===== src/dqp_pkg.sv =====
`timescale 1ns / 1ps
// ----------------------------------------------------------------------------
// dqp_pkg
// Shared types and constants for the dotted-quad IPv4 text parser.
// ----------------------------------------------------------------------------
package dqp_pkg;

  // Defaults for the top-level parameters
  localparam int unsigned   MAX_LEN_DEF     = 31;
  localparam logic [15:0]   FAMILY_INET_DEF = 16'd2;

  // Character codes
  localparam logic [7:0] DOT_CHAR   = 8'h2E;
  localparam logic [7:0] PLUS_CHAR  = 8'h2B;
  localparam logic [7:0] MINUS_CHAR = 8'h2D;
  localparam logic [7:0] SPACE_CHAR = 8'h20;
  localparam logic [7:0] TAB_CHAR   = 8'h09;
  localparam logic [7:0] CR_CHAR    = 8'h0D;
  localparam logic [7:0] ZERO_CHAR  = 8'h30;
  localparam logic [7:0] NINE_CHAR  = 8'h39;

  // Value limits
  localparam int unsigned ACC_W      = 9;
  localparam logic [8:0]  OCTET_MAX  = 9'd255;
  localparam logic [8:0]  ACC_SAT    = 9'd256;
  localparam int unsigned NUM_OCTETS = 4;
  localparam int unsigned CNT_W      = 3;

  // Result status codes
  typedef enum logic [1:0] {
    ST_OK        = 2'd0,
    ST_MALFORMED = 2'd1,
    ST_FAMILY    = 2'd2,
    ST_INVALID   = 2'd3
  } status_t;

  // Number reader phase, one-hot
  typedef enum logic [2:0] {
    PH_SKIP   = 3'b001,
    PH_DIGITS = 3'b010,
    PH_DONE   = 3'b100
  } phase_t;

  // Per-token reader state
  typedef struct packed {
    logic             in_tok;
    phase_t           phase;
    logic             neg;
    logic [ACC_W-1:0] acc;
  } tok_state_t;

  localparam tok_state_t TOK_RESET = '{in_tok: 1'b0, phase: PH_SKIP, neg: 1'b0, acc: '0};

  // Token close event towards the octet store
  typedef struct packed {
    logic       fire;
    logic       bad;
    logic [7:0] value;
  } tok_close_t;

endpackage


===== src/dqp_if.sv =====
`timescale 1ns / 1ps
// ----------------------------------------------------------------------------
// dqp_in_if / dqp_out_if
// Valid/ready channels for text characters in and parse results out.
// ----------------------------------------------------------------------------
interface dqp_in_if;
  logic        valid;
  logic        ready;
  logic [7:0]  char_code;
  logic        is_end;
  logic [15:0] family;
  logic        missing_pointer;

  modport source (output valid, char_code, is_end, family, missing_pointer, input ready);
  modport sink   (input valid, char_code, is_end, family, missing_pointer, output ready);
endinterface

interface dqp_out_if;
  logic        valid;
  logic        ready;
  logic [1:0]  status;
  logic [31:0] address;

  modport source (output valid, status, address, input ready);
  modport sink   (input valid, status, address, output ready);
endinterface


===== src/dqp_token_step.sv =====
`timescale 1ns / 1ps
// ----------------------------------------------------------------------------
// dqp_token_step
// Per-character update of the token reader: whitespace skip, sign, decimal
// accumulation with saturation, and the close event for a finished token.
// ----------------------------------------------------------------------------
module dqp_token_step import dqp_pkg::*; (
  input  tok_state_t cur,
  input  logic [7:0] char_code,
  input  logic       is_end,
  input  logic       tok_full,
  output tok_state_t nxt,
  output tok_close_t close
);

  logic             is_dot;
  logic             closing;
  logic             is_digit;
  logic             is_space;
  logic [3:0]       digit;
  logic [11:0]      acc_mul;
  tok_state_t       base;

  assign is_dot   = (char_code == DOT_CHAR);
  assign closing  = is_end || is_dot;
  assign is_digit = (char_code >= ZERO_CHAR) && (char_code <= NINE_CHAR);
  assign is_space = (char_code == SPACE_CHAR) ||
                    ((char_code >= TAB_CHAR) && (char_code <= CR_CHAR));
  assign digit    = 4'(char_code - ZERO_CHAR);
  // acc * 10 + digit, as two shifts and adds
  assign acc_mul  = {cur.acc, 3'b000} + {2'b00, cur.acc, 1'b0} + {8'h00, digit};

  // Range check on the token being closed
  assign close.fire  = closing && cur.in_tok && !tok_full;
  assign close.bad   = (cur.neg && (cur.acc != '0)) || (cur.acc > OCTET_MAX);
  assign close.value = cur.acc[7:0];

  always_comb begin
    // start a fresh token on the first character that is neither a dot nor a terminator
    base        = cur.in_tok ? cur : TOK_RESET;
    base.in_tok = 1'b1;
    nxt         = base;
    if (closing) begin
      nxt        = is_end ? TOK_RESET : cur;
      nxt.in_tok = 1'b0;
    end else begin
      unique case (base.phase)
        PH_SKIP: begin
          if (is_space) begin
            nxt.phase = PH_SKIP;
          end else if ((char_code == PLUS_CHAR) || (char_code == MINUS_CHAR)) begin
            nxt.neg   = (char_code == MINUS_CHAR);
            nxt.phase = PH_DIGITS;
          end else if (is_digit) begin
            nxt.acc   = {5'b00000, digit};
            nxt.phase = PH_DIGITS;
          end else begin
            nxt.phase = PH_DONE;
          end
        end
        PH_DIGITS: begin
          if (is_digit) begin
            nxt.acc = (acc_mul > {3'b000, ACC_SAT}) ? ACC_SAT : acc_mul[ACC_W-1:0];
          end else begin
            nxt.phase = PH_DONE;
          end
        end
        PH_DONE: nxt.phase = PH_DONE;
        default: nxt.phase = PH_DONE;
      endcase
    end
  end

endmodule


===== src/dotted_quad_ipv4_parser.sv =====
`timescale 1ns / 1ps
// ----------------------------------------------------------------------------
// dotted_quad_ipv4_parser
// Parses dotted-decimal IPv4 text, one character per item, into a status
// and a 32-bit address.
// ----------------------------------------------------------------------------
// The block takes one character item per clock cycle, sustained, and the
// terminator item as well; each item passes an input register and then the
// character logic, and a result is captured in the output register when its
// terminator leaves the input register. The output register lets the
// next string stream in while a result waits; only a second terminator
// stalls behind an untaken result. Status order: unsupported family, then
// missing pointer, then text longer than MAX_LEN, then bad format.
module dotted_quad_ipv4_parser import dqp_pkg::*; #(
  parameter int unsigned MAX_LEN     = MAX_LEN_DEF,
  parameter logic [15:0] FAMILY_INET = FAMILY_INET_DEF
) (
  input  logic     clk,
  input  logic     rst_n,
  dqp_in_if.sink   in_ch,
  dqp_out_if.source out_ch
);

  localparam int unsigned LEN_W = $clog2(MAX_LEN + 2);

  // Input register
  logic        stg_vld_r;
  logic [7:0]  stg_char_r;
  logic        stg_end_r;
  logic [15:0] stg_fam_r;
  logic        stg_miss_r;
  logic        stg_go;

  // Parse state
  logic [LEN_W-1:0] len_r, len_nxt;
  logic [CNT_W-1:0] cnt_r, cnt_nxt;
  logic             fail_r, fail_nxt;
  tok_state_t       tok_r, tok_nxt;
  tok_close_t       close;
  logic [7:0]       octet_r [NUM_OCTETS];
  logic [7:0]       octet_nxt [NUM_OCTETS];
  logic             tok_full;

  // Result register
  logic        res_vld_r;
  status_t     res_status_r, res_status_nxt;
  logic [31:0] res_addr_r, res_addr_nxt;

  // Advance unless a terminator would overwrite a waiting result
  assign stg_go      = stg_vld_r && (!stg_end_r || !res_vld_r || out_ch.ready);
  assign in_ch.ready = !stg_vld_r || stg_go;
  assign tok_full    = (cnt_r == CNT_W'(NUM_OCTETS));

  dqp_token_step u_step (
    .cur       (tok_r),
    .char_code (stg_char_r),
    .is_end    (stg_end_r),
    .tok_full  (tok_full),
    .nxt       (tok_nxt),
    .close     (close)
  );

  // Count characters; count, store and check closed tokens
  always_comb begin
    len_nxt   = len_r;
    cnt_nxt   = cnt_r;
    fail_nxt  = fail_r;
    octet_nxt = octet_r;
    if (!stg_end_r && (len_r <= LEN_W'(MAX_LEN))) begin
      len_nxt = len_r + LEN_W'(1);
    end
    if (close.fire) begin
      if (close.bad) begin
        fail_nxt = 1'b1;
        cnt_nxt  = CNT_W'(NUM_OCTETS);
      end else begin
        octet_nxt[cnt_r[1:0]] = close.value;
        cnt_nxt               = cnt_r + CNT_W'(1);
      end
    end
  end

  // Resolve the result on the terminator
  always_comb begin
    res_addr_nxt = '0;
    priority if (stg_fam_r != FAMILY_INET) begin
      res_status_nxt = ST_FAMILY;
    end else if (stg_miss_r) begin
      res_status_nxt = ST_INVALID;
    end else if (len_r > LEN_W'(MAX_LEN)) begin
      res_status_nxt = ST_MALFORMED;
    end else if (fail_nxt || (cnt_nxt != CNT_W'(NUM_OCTETS))) begin
      res_status_nxt = ST_MALFORMED;
    end else begin
      res_status_nxt = ST_OK;
      res_addr_nxt   = {octet_nxt[0], octet_nxt[1], octet_nxt[2], octet_nxt[3]};
    end
  end

  // Capture accepted items
  always_ff @(posedge clk) begin
    if (!rst_n) begin
      stg_vld_r <= 1'b0;
    end else if (in_ch.ready) begin
      stg_vld_r <= in_ch.valid;
    end
    if (in_ch.ready && in_ch.valid) begin
      stg_char_r <= in_ch.char_code;
      stg_end_r  <= in_ch.is_end;
      stg_fam_r  <= in_ch.family;
      stg_miss_r <= in_ch.missing_pointer;
    end
  end

  // Update parse state; clear it after each terminator
  always_ff @(posedge clk) begin
    if (!rst_n) begin
      len_r  <= '0;
      cnt_r  <= '0;
      fail_r <= 1'b0;
      tok_r  <= TOK_RESET;
    end else if (stg_go) begin
      tok_r <= tok_nxt;
      if (stg_end_r) begin
        len_r  <= '0;
        cnt_r  <= '0;
        fail_r <= 1'b0;
      end else begin
        len_r  <= len_nxt;
        cnt_r  <= cnt_nxt;
        fail_r <= fail_nxt;
      end
    end
  end

  always_ff @(posedge clk) begin
    if (stg_go) begin
      octet_r <= octet_nxt;
    end
  end

  // Hold the result until taken
  always_ff @(posedge clk) begin
    if (!rst_n) begin
      res_vld_r <= 1'b0;
    end else if (stg_go && stg_end_r) begin
      res_vld_r <= 1'b1;
    end else if (out_ch.ready) begin
      res_vld_r <= 1'b0;
    end
    if (stg_go && stg_end_r) begin
      res_status_r <= res_status_nxt;
      res_addr_r   <= res_addr_nxt;
    end
  end

  assign out_ch.valid   = res_vld_r;
  assign out_ch.status  = res_status_r;
  assign out_ch.address = res_addr_r;

endmodule

===== src/flat_wrapper.sv =====
// flat-port wrapper written by rule: the top's interface ports become plain ports
module dotted_quad_ipv4_parser_flat import dqp_pkg::*;
#(
  parameter int unsigned MAX_LEN     = MAX_LEN_DEF,
  parameter logic [15:0] FAMILY_INET = FAMILY_INET_DEF
)
  (clk, rst_n, in_ch_valid, in_ch_char_code, in_ch_is_end, in_ch_family, in_ch_missing_pointer, in_ch_ready, out_ch_valid, out_ch_status, out_ch_address, out_ch_ready);
  dqp_in_if in_ch_i ();
  dqp_out_if out_ch_i ();
  input  logic clk;
  input  logic rst_n;
  input wire logic [$bits(in_ch_i.valid)-1:0] in_ch_valid;
  input wire logic [$bits(in_ch_i.char_code)-1:0] in_ch_char_code;
  input wire logic [$bits(in_ch_i.is_end)-1:0] in_ch_is_end;
  input wire logic [$bits(in_ch_i.family)-1:0] in_ch_family;
  input wire logic [$bits(in_ch_i.missing_pointer)-1:0] in_ch_missing_pointer;
  output wire logic [$bits(in_ch_i.ready)-1:0] in_ch_ready;
  output wire logic [$bits(out_ch_i.valid)-1:0] out_ch_valid;
  output wire logic [$bits(out_ch_i.status)-1:0] out_ch_status;
  output wire logic [$bits(out_ch_i.address)-1:0] out_ch_address;
  input wire logic [$bits(out_ch_i.ready)-1:0] out_ch_ready;
  assign in_ch_i.valid = in_ch_valid;
  assign in_ch_i.char_code = in_ch_char_code;
  assign in_ch_i.is_end = in_ch_is_end;
  assign in_ch_i.family = in_ch_family;
  assign in_ch_i.missing_pointer = in_ch_missing_pointer;
  assign in_ch_ready = in_ch_i.ready;
  assign out_ch_valid = out_ch_i.valid;
  assign out_ch_status = out_ch_i.status;
  assign out_ch_address = out_ch_i.address;
  assign out_ch_i.ready = out_ch_ready;
  dotted_quad_ipv4_parser #(.MAX_LEN(MAX_LEN), .FAMILY_INET(FAMILY_INET)) u_core (.clk(clk), .rst_n(rst_n), .in_ch(in_ch_i), .out_ch(out_ch_i));
endmodule

===== config.mk =====
export PLATFORM = sky130hd
export DESIGN_NAME = dotted_quad_ipv4_parser_flat
export DESIGN_NICKNAME = d
export VERILOG_FILES = /design/src/dqp_pkg.sv /design/src/dqp_if.sv /design/src/dqp_token_step.sv /design/src/dotted_quad_ipv4_parser.sv /design/src/flat_wrapper.sv
export SDC_FILE = /design/constraint.sdc
export NUM_CORES = 1
export LEC_CHECK = 0
export BUFFER_PORTS_ARGS = -buffer_cell sky130_fd_sc_hd__buf_4
export CAP_MARGIN = 20
export CORE_MARGIN = 10
export CORE_UTILIZATION = 53
export DETAILED_ROUTE_END_ITERATION = 7
export PLACE_DENSITY = 0.87
export SLEW_MARGIN = 20
export SYNTH_ARGS = -nofsm -noshare
export SYNTH_HDL_FRONTEND = slang
export SYNTH_SLANG_ARGS = --single-unit

===== constraint.sdc =====
create_clock -name clk -period 2.8 [get_ports clk]
set_input_delay 0.7 -clock clk [delete_from_list [all_inputs] [get_ports clk]]
set_output_delay 0.7 -clock clk [all_outputs]
set_load 0.01 [all_outputs]

**After elaboration in Yosys (flattened, before gate mapping)**

Cells that the tools add are included.

- Muxes and demuxes: 35
- Eq/ne operators: 10
- $add $sub $neg: 5
- Reduce and logical (&&, ||, !) cells: 29
- Div/mod/pow operators: 0
- Multiply operators: 0
- Order comparisons: 10
- Shifts and indexed selects: 0
- Bitwise gates (word level): 1

Operators by type and width:

| operator | count |
|---|---|
| 32-bit 2-to-1 mux | 2 |
| 13-bit 2-to-1 mux | 3 |
| 9-bit 2-to-1 mux | 4 |
| 32-bit bitwise mux | 1 |
| 8-bit by 6-bit equality test with 1-bit output, second input constant | 4 |
| 3-bit 2-to-1 mux | 7 |
| 9-bit case mux with 2 select lines | 1 |
| 8-bit demux with 2-bit select | 1 |
| 16-bit by 2-bit inequality test with 1-bit output, second input constant | 1 |
| 12-bit by 10-bit adder with 12-bit output | 1 |
| 12-bit by 4-bit adder with 12-bit output | 1 |
| 12-bit by 9-bit greater-than comparator with 1-bit output, second input constant | 1 |
| 6-bit 2-to-1 mux | 2 |
| 1-bit 2-to-1 mux | 11 |
| 1-bit logical AND | 10 |
| 10-bit 2-to-1 mux | 1 |
| 9-bit by 8-bit greater-than comparator with 1-bit output, second input constant | 1 |
| 9-bit nonzero test | 1 |
| 8-bit by 4-bit greater-or-equal comparator with 1-bit output, second input constant | 1 |
| 8-bit by 6-bit greater-or-equal comparator with 1-bit output, second input constant | 1 |
| 8-bit by 4-bit less-or-equal comparator with 1-bit output, second input constant | 1 |
| 8-bit by 6-bit less-or-equal comparator with 1-bit output, second input constant | 1 |
| 1-bit logical OR | 8 |
| 8-bit 2-to-1 mux | 1 |
| other kinds (19) | 24 |

- Memories kept: 0
- Memory bits (writable): 0
- Bits in latches: 0
- Logic and storage cells: 110
- Memory bits (read-only): 0
- Input port bits: 30
- Register bits after elaboration: 118
- Output and inout bits: 36

**Depth between registers and ports, before layout**

- Depth after elaboration: 10
- Depth in mapped cells: 12
- Depth with buffers taken out: 11

**By module**

A second synthesis with hierarchy kept.

- Cells, all modules: 482
- Area total of the unflattened synthesis: 6077.1 µm²

Modules (own cells, without submodules):

| module | times used | sequential area each (µm²) | area each (µm²) | cells each |
|---|---|---|---|---|
| dotted_quad_ipv4_parser | 1 | 3283.1 | 4855.9 | 314 |
| dqp_token_step | 1 | 0.0 | 1221.2 | 168 |

**Worst setup path after synthesis**

Ideal clock, no wire load.

- Path type: flip-flop to flip-flop
- Start: reg u_core.stg_char_r[3]
- End: reg u_core.tok_r[1] (netlist bit)
- Required time: 2.705 ns
- Slack: -0.316 ns
- Setup time: 0.095 ns
- Arrival time: 3.021 ns
- Clock period less this slack: 3.116 ns
- Cell stages (with the launch flop): 12
- Buffers on the path: 1
- Cell sequence: edfxtp_1 > fa_1 > inv_1 > fa_1 > nor2b_1 > o31a_1 > o211ai_1 > a31o_2 > nor4_2 > buf_2 > nand3_1 > a221oi_1

- Word-level cells in the longest chain between the ends: 7
- Elaborated cells between the ends (all ways): 25
- Those cells by class: 2 x add/sub; 5 x order compare; 5 x eq/ne; 7 x mux; 6 x reduce/logical

RTL lines:

| element | line | RTL |
|---|---|---|
| start, declared | dotted_quad_ipv4_parser.sv:28 | `logic [7:0] stg_char_r;` |
| start signal, assigned | dotted_quad_ipv4_parser.sv:108 | `stg_char_r <= in_ch.char_code;` |
| 4-bit by 1-bit subtractor with 4-bit output, or another cell as far along | dqp_token_step.sv:29 | `assign digit = 4'(char_code - ZERO_CHAR);` |
| 12-bit by 4-bit adder with 12-bit output or 1-bit logical AND (tied branches) | dqp_token_step.sv:31, dqp_token_step.sv:26 |  |
| 12-bit by 9-bit greater-than comparator with 1-bit output or 9-bit 2-to-1 mux (tied branches) | dqp_token_step.sv:63, dqp_token_step.sv:54 |  |
| 9-bit 2-to-1 mux, on equally long branches | dqp_token_step.sv:63, dqp_token_step.sv:51 |  |
| 9-bit 2-to-1 mux or 10-bit 2-to-1 mux (tied branches) | dqp_token_step.sv:62, dqp_token_step.sv:49 |  |
| 9-bit case mux with 2 select lines | dqp_token_step.sv:47 | `unique case (base.phase)` |
| 13-bit 2-to-1 mux | dqp_token_step.sv:43 | `if (closing) begin` |
| end signal, assigned | dotted_quad_ipv4_parser.sv:123 | `tok_r <= tok_nxt;` |
| end, declared | dotted_quad_ipv4_parser.sv:38 | `tok_state_t tok_r, tok_nxt;` |

Several ways; a longest one is shown, not always the timed one.
A chain may end at the register's enable or synchronous reset.

**Final worst setup path**

- Start: reg u_core.stg_char_r[3]
- End: reg u_core.tok_r[4] (netlist bit)

Same word-level chain as after synthesis.

==> results.md <==
- Power share of the combinational group: 4.9%
- Pleak: 2.889 nW
- Busiest metal layer after global routing: met2
- Worst Setup SP: u_core.stg_char_r[3]
- P_sw: 0.001032 W
- DIE WIDTH: 125.7 µm
- Crit Path Category: flip-flop to flip-flop
- Reg-to-reg critical path startpoint: u_core.stg_char_r[3]
- Final Critical Period: 3006 ps
- Max-Cap Viols: 0
- Core Util, Final: 70.05%
- Setup Skew: 7.155 ps
- Pin count of the biggest net entering global routing: 39
- HPWL after DPL: 9.700 mm
- ANT cells: 0
- GRT Total Usage: 18.58%
- Ys flop type: edfxtp_1
- Met1 global-route usage: 20.97%
- CTS Root Cell: clkbuf_8
- Avg Inst Size Synth: 12.98 µm²
- Layout cells sized above 1: 36.44%
- Crit path depth: 12
- IO Count: 66
- Failing checks: negative setup slack
- Internal cell power: 0.003345 W
- Yosys warnings: 0
- Final setup fails: 9
- Sink Count: 118
- Number of global-route vias before repair: 4,648
- Synthesized flop and latch total: 118
- Number of flops mapped to enable cells by yosys: 92
- Core area: 10,890 µm²
- DP Area: 6883 µm²
- Clock share of power: 50.2%
- CP top delay family: adder cells
- GP Congestion: 0.8826
- Worst reg2reg path depth: 12
- RSZ-0062 raised after global routing: true
- Count of cell types in the netlist: 68
- Worst Tran Pin Value: 1040 ps
- Commonest non-fill, non-tap cell in the layout: buf_4
- Post-layout instance area: 7627 µm²
- Post-DRT Antenna Nets: 0
- Worst Path Buf+Inv: 3
- Slew margin rel.: 30.66%
- Worst hold path type: input port to flip-flop
- Filler Cell Count: 652
- TritonCTS Buffers: 17
- Cts hold-fix bufs: 0
- Via density: 6.018
- Initial DRC count: 307
- PD cells: 573.9 nW/µm²
- Routed vias: 4,393
- Register share of total power: 44.9%
- CTS tree: yes
- Data arrival, critical path: 3450 ps
- Crit. End Element: flip-flop
- WL per Instance: 20.44 µm
- CP max stage cell: fa_2
- Met2 Use GR: 31.43%
- Critical Path RT: 3240 ps
- Rows: 38
- Final Net Count: 631
- Post-route DRC: 0
- Critical Path End: u_core.tok_r[4]
- Worst flop-to-flop path endpoint: u_core.tok_r[4]
- Dpl cells: 693
- Switching share of total power: 23.57%
- Fin. Hold Viols: 0
- First-pass GRT wire length: 23.91 mm
- Initial core utilization: 54.37%
- Max Clk Rate: 332.6 MHz
- Antenna violations before repair: 0
- Crit share post-route: 107.4%
- Die ar.: 15,800 µm²
- Drt total wl: 14.92 mm
- Setup_tns: -1501 ps
- Remaining Overflow, GRT: 0
- Area Growth Syn to Fin: 28.85%
- Synthesized area: 5919 µm²
- Met3 usage in global routing: 5.495%
- Post-Synthesis Cells: 456
- Max Fanout on Critical Path: 8
- Maximum vdd ir drop: 0.0003823 V
- H-tree depth: 4
- Slew Limit Fails: 0
- Critical path's largest stage delay: 580 ps
- Setup WS post-layout: -206.4 ps
- Critical path launch point type: flip-flop
- R2r setup slk: -210 ps
- Total power: 0.004377 W
- Max Buffers Root-to-Sink: 2
- Worst-path clk slew: 70 ps
- Worst-skew pair later-pin latency: 520 ps
- Die Ht: 125.7 µm
- Outcome: complete, but fails checks
- Synth async-reset ratio: 0%
- Port bufs: 65
- Most frequent cells in the layout: 107 x buf_4, 92 x edfxtp_1, 30 x mux2_1
- CP Cell Sequence: fa_2, inv_2, fa_2, nor2b_2, o31a_1, o21ai_2, xnor2_2, nor4_4, buf_6, buf_6, a41oi_2, nor3_1
- Post-synthesis sequential area ratio: 55.46%
- Drt pass-1 iters: 5
- Syn_nets: 510
- Cell Count, Final, Fillers Out: 730
==> per-layer routing <==
layer  share of wire [%]  vias to the layer above
met4                 3.1                        0
met3                 7.1                       47
met1                  38                     2153
met2                  51                      211
met5                   0                        -
li1                    -                     1982
==> metrics by stage <==
| step | setup slack (ps) | hold slack, ps |
|---|---|---|
| 4_1_cts | -111.3 | 339.2 |
| 6_report | -206.4 | 352.0 |
| 2_1_floorplan | -174.3 | 438.1 |
| 5_1_grt | -362.5 | 332.8 |
| 3_5_place_dp | -274.4 | 473.0 |
| 3_3_place_gp | -182.6 | 470.4 |
==> flip-flops by register name, summed over array words and instances (netlist names) <==
name / cells
u_core.out_ch.status: 2
u_core.len_r: 6
u_core.out_ch.valid: 1
u_core.stg_vld_r: 1
u_core.fail_r: 1
u_core.out_ch.address: 32
u_core.stg_miss_r: 1
u_core.octet_r: 32
u_core.cnt_r: 3
u_core.stg_end_r: 1
u_core.stg_fam_r: 16
u_core.tok_r: 14
u_core.stg_char_r: 8
==> power by group through the flow <==
stage / registers (W) / logic [W] / clock network [W]
final: 0.00196 / 0.000214 / 0.00220
after global routing: 0.00197 / 0.000232 / 0.00231
after CTS: 0.00196 / 0.000208 / 0.00221
after detailed placement: 0.00200 / 0.000202 / 0
after global placement: 0.00200 / 0.000195 / 0
after floorplan: 0.00200 / 0.000104 / 0
==> logic make-up after synthesis <==
kind of cell               Yosys count  share of synthesized area (%)
buffers and inverters               26                          2.536
muxes                               35                          6.700
AOI/OAI and AO/OA                   87                          10.25
and+or+nand+nor                    160                          18.83
DFF                                118                          55.46
adders and majority gates           24                          5.327
xor gates and xnor gates             6                         0.8878
==> cell usage after synthesis (all sizes together), types with 3 or more instances <==
cell	count	share of area, %
a21boi	6	0.76
a21oi	12	1.0
a22oi	5	0.63
a31oi	8	0.85
a41oi	3	0.44
and2	3	0.32
buf	6	1.3
clkbuf	4	0.25
dfxtp	26	8.8
edfxtp	92	47
ha	22	4.7
inv	14	0.89
mux2	34	6.5
nand2	27	1.8
nand2b	6	0.63
nand3	8	0.68
nand3b	3	0.38
nand4	7	0.99
nand4b	3	0.70
nor2	24	1.5
nor2b	43	7.4
nor3	10	0.93
nor4	9	1.1
o211ai	3	0.38
o21a	6	0.76
o21ai	22	1.9
o31ai	3	0.38
or2	4	0.42
xnor2	4	0.59
==> worst register-to-register path, stage by stage, from the launching register on <==
cell and delay [ps]:
edfxtp_1 420, fa_2 580, inv_2 50, fa_2 350
nor2b_2 140, o31a_1 260, o21ai_2 120, xnor2_2 170
nor4_4 300, buf_6 180, buf_6 110, a41oi_2 100
nor3_1 160
==> worst min-delay path by stage <==
stage,cells after the start,slack [ps],endpoint,startpoint
final,1,350,u_core.stg_fam_r[4],in_ch_family[4]
after global routing,1,330,u_core.stg_fam_r[4],in_ch_family[4]
after CTS,1,340,u_core.stg_fam_r[4],in_ch_family[4]
after detailed placement,2,470,u_core.fail_r,u_core.fail_r
after global placement,2,470,u_core.fail_r,u_core.fail_r
after floorplan,2,440,u_core.fail_r,u_core.fail_r
==> layout make-up <==
class | instances | area, µm² | area share [%]
Inverter | 16 | 61.31 | 0.8038
Clock inverter | 15 | 181.4 | 2.379
Tap cell | 140 | 175.2 | 2.297
Multi-Input combinational cell | 312 | 2635 | 34.55
Clock buffer | 17 | 414.1 | 5.430
Timing Repair Buffer | 112 | 877.1 | 11.50
Sequential cell | 118 | 3283 | 43.04
==> timing repair <==
action / 4_1_cts / 5_1_grt
setup buffers: 4 / 1
setup endpoints to repair: 9 / 9
gates resized for setup: 12 / 10
pin swaps: 8 / 6
Note: power is estimated with default switching activity, not from simulation.
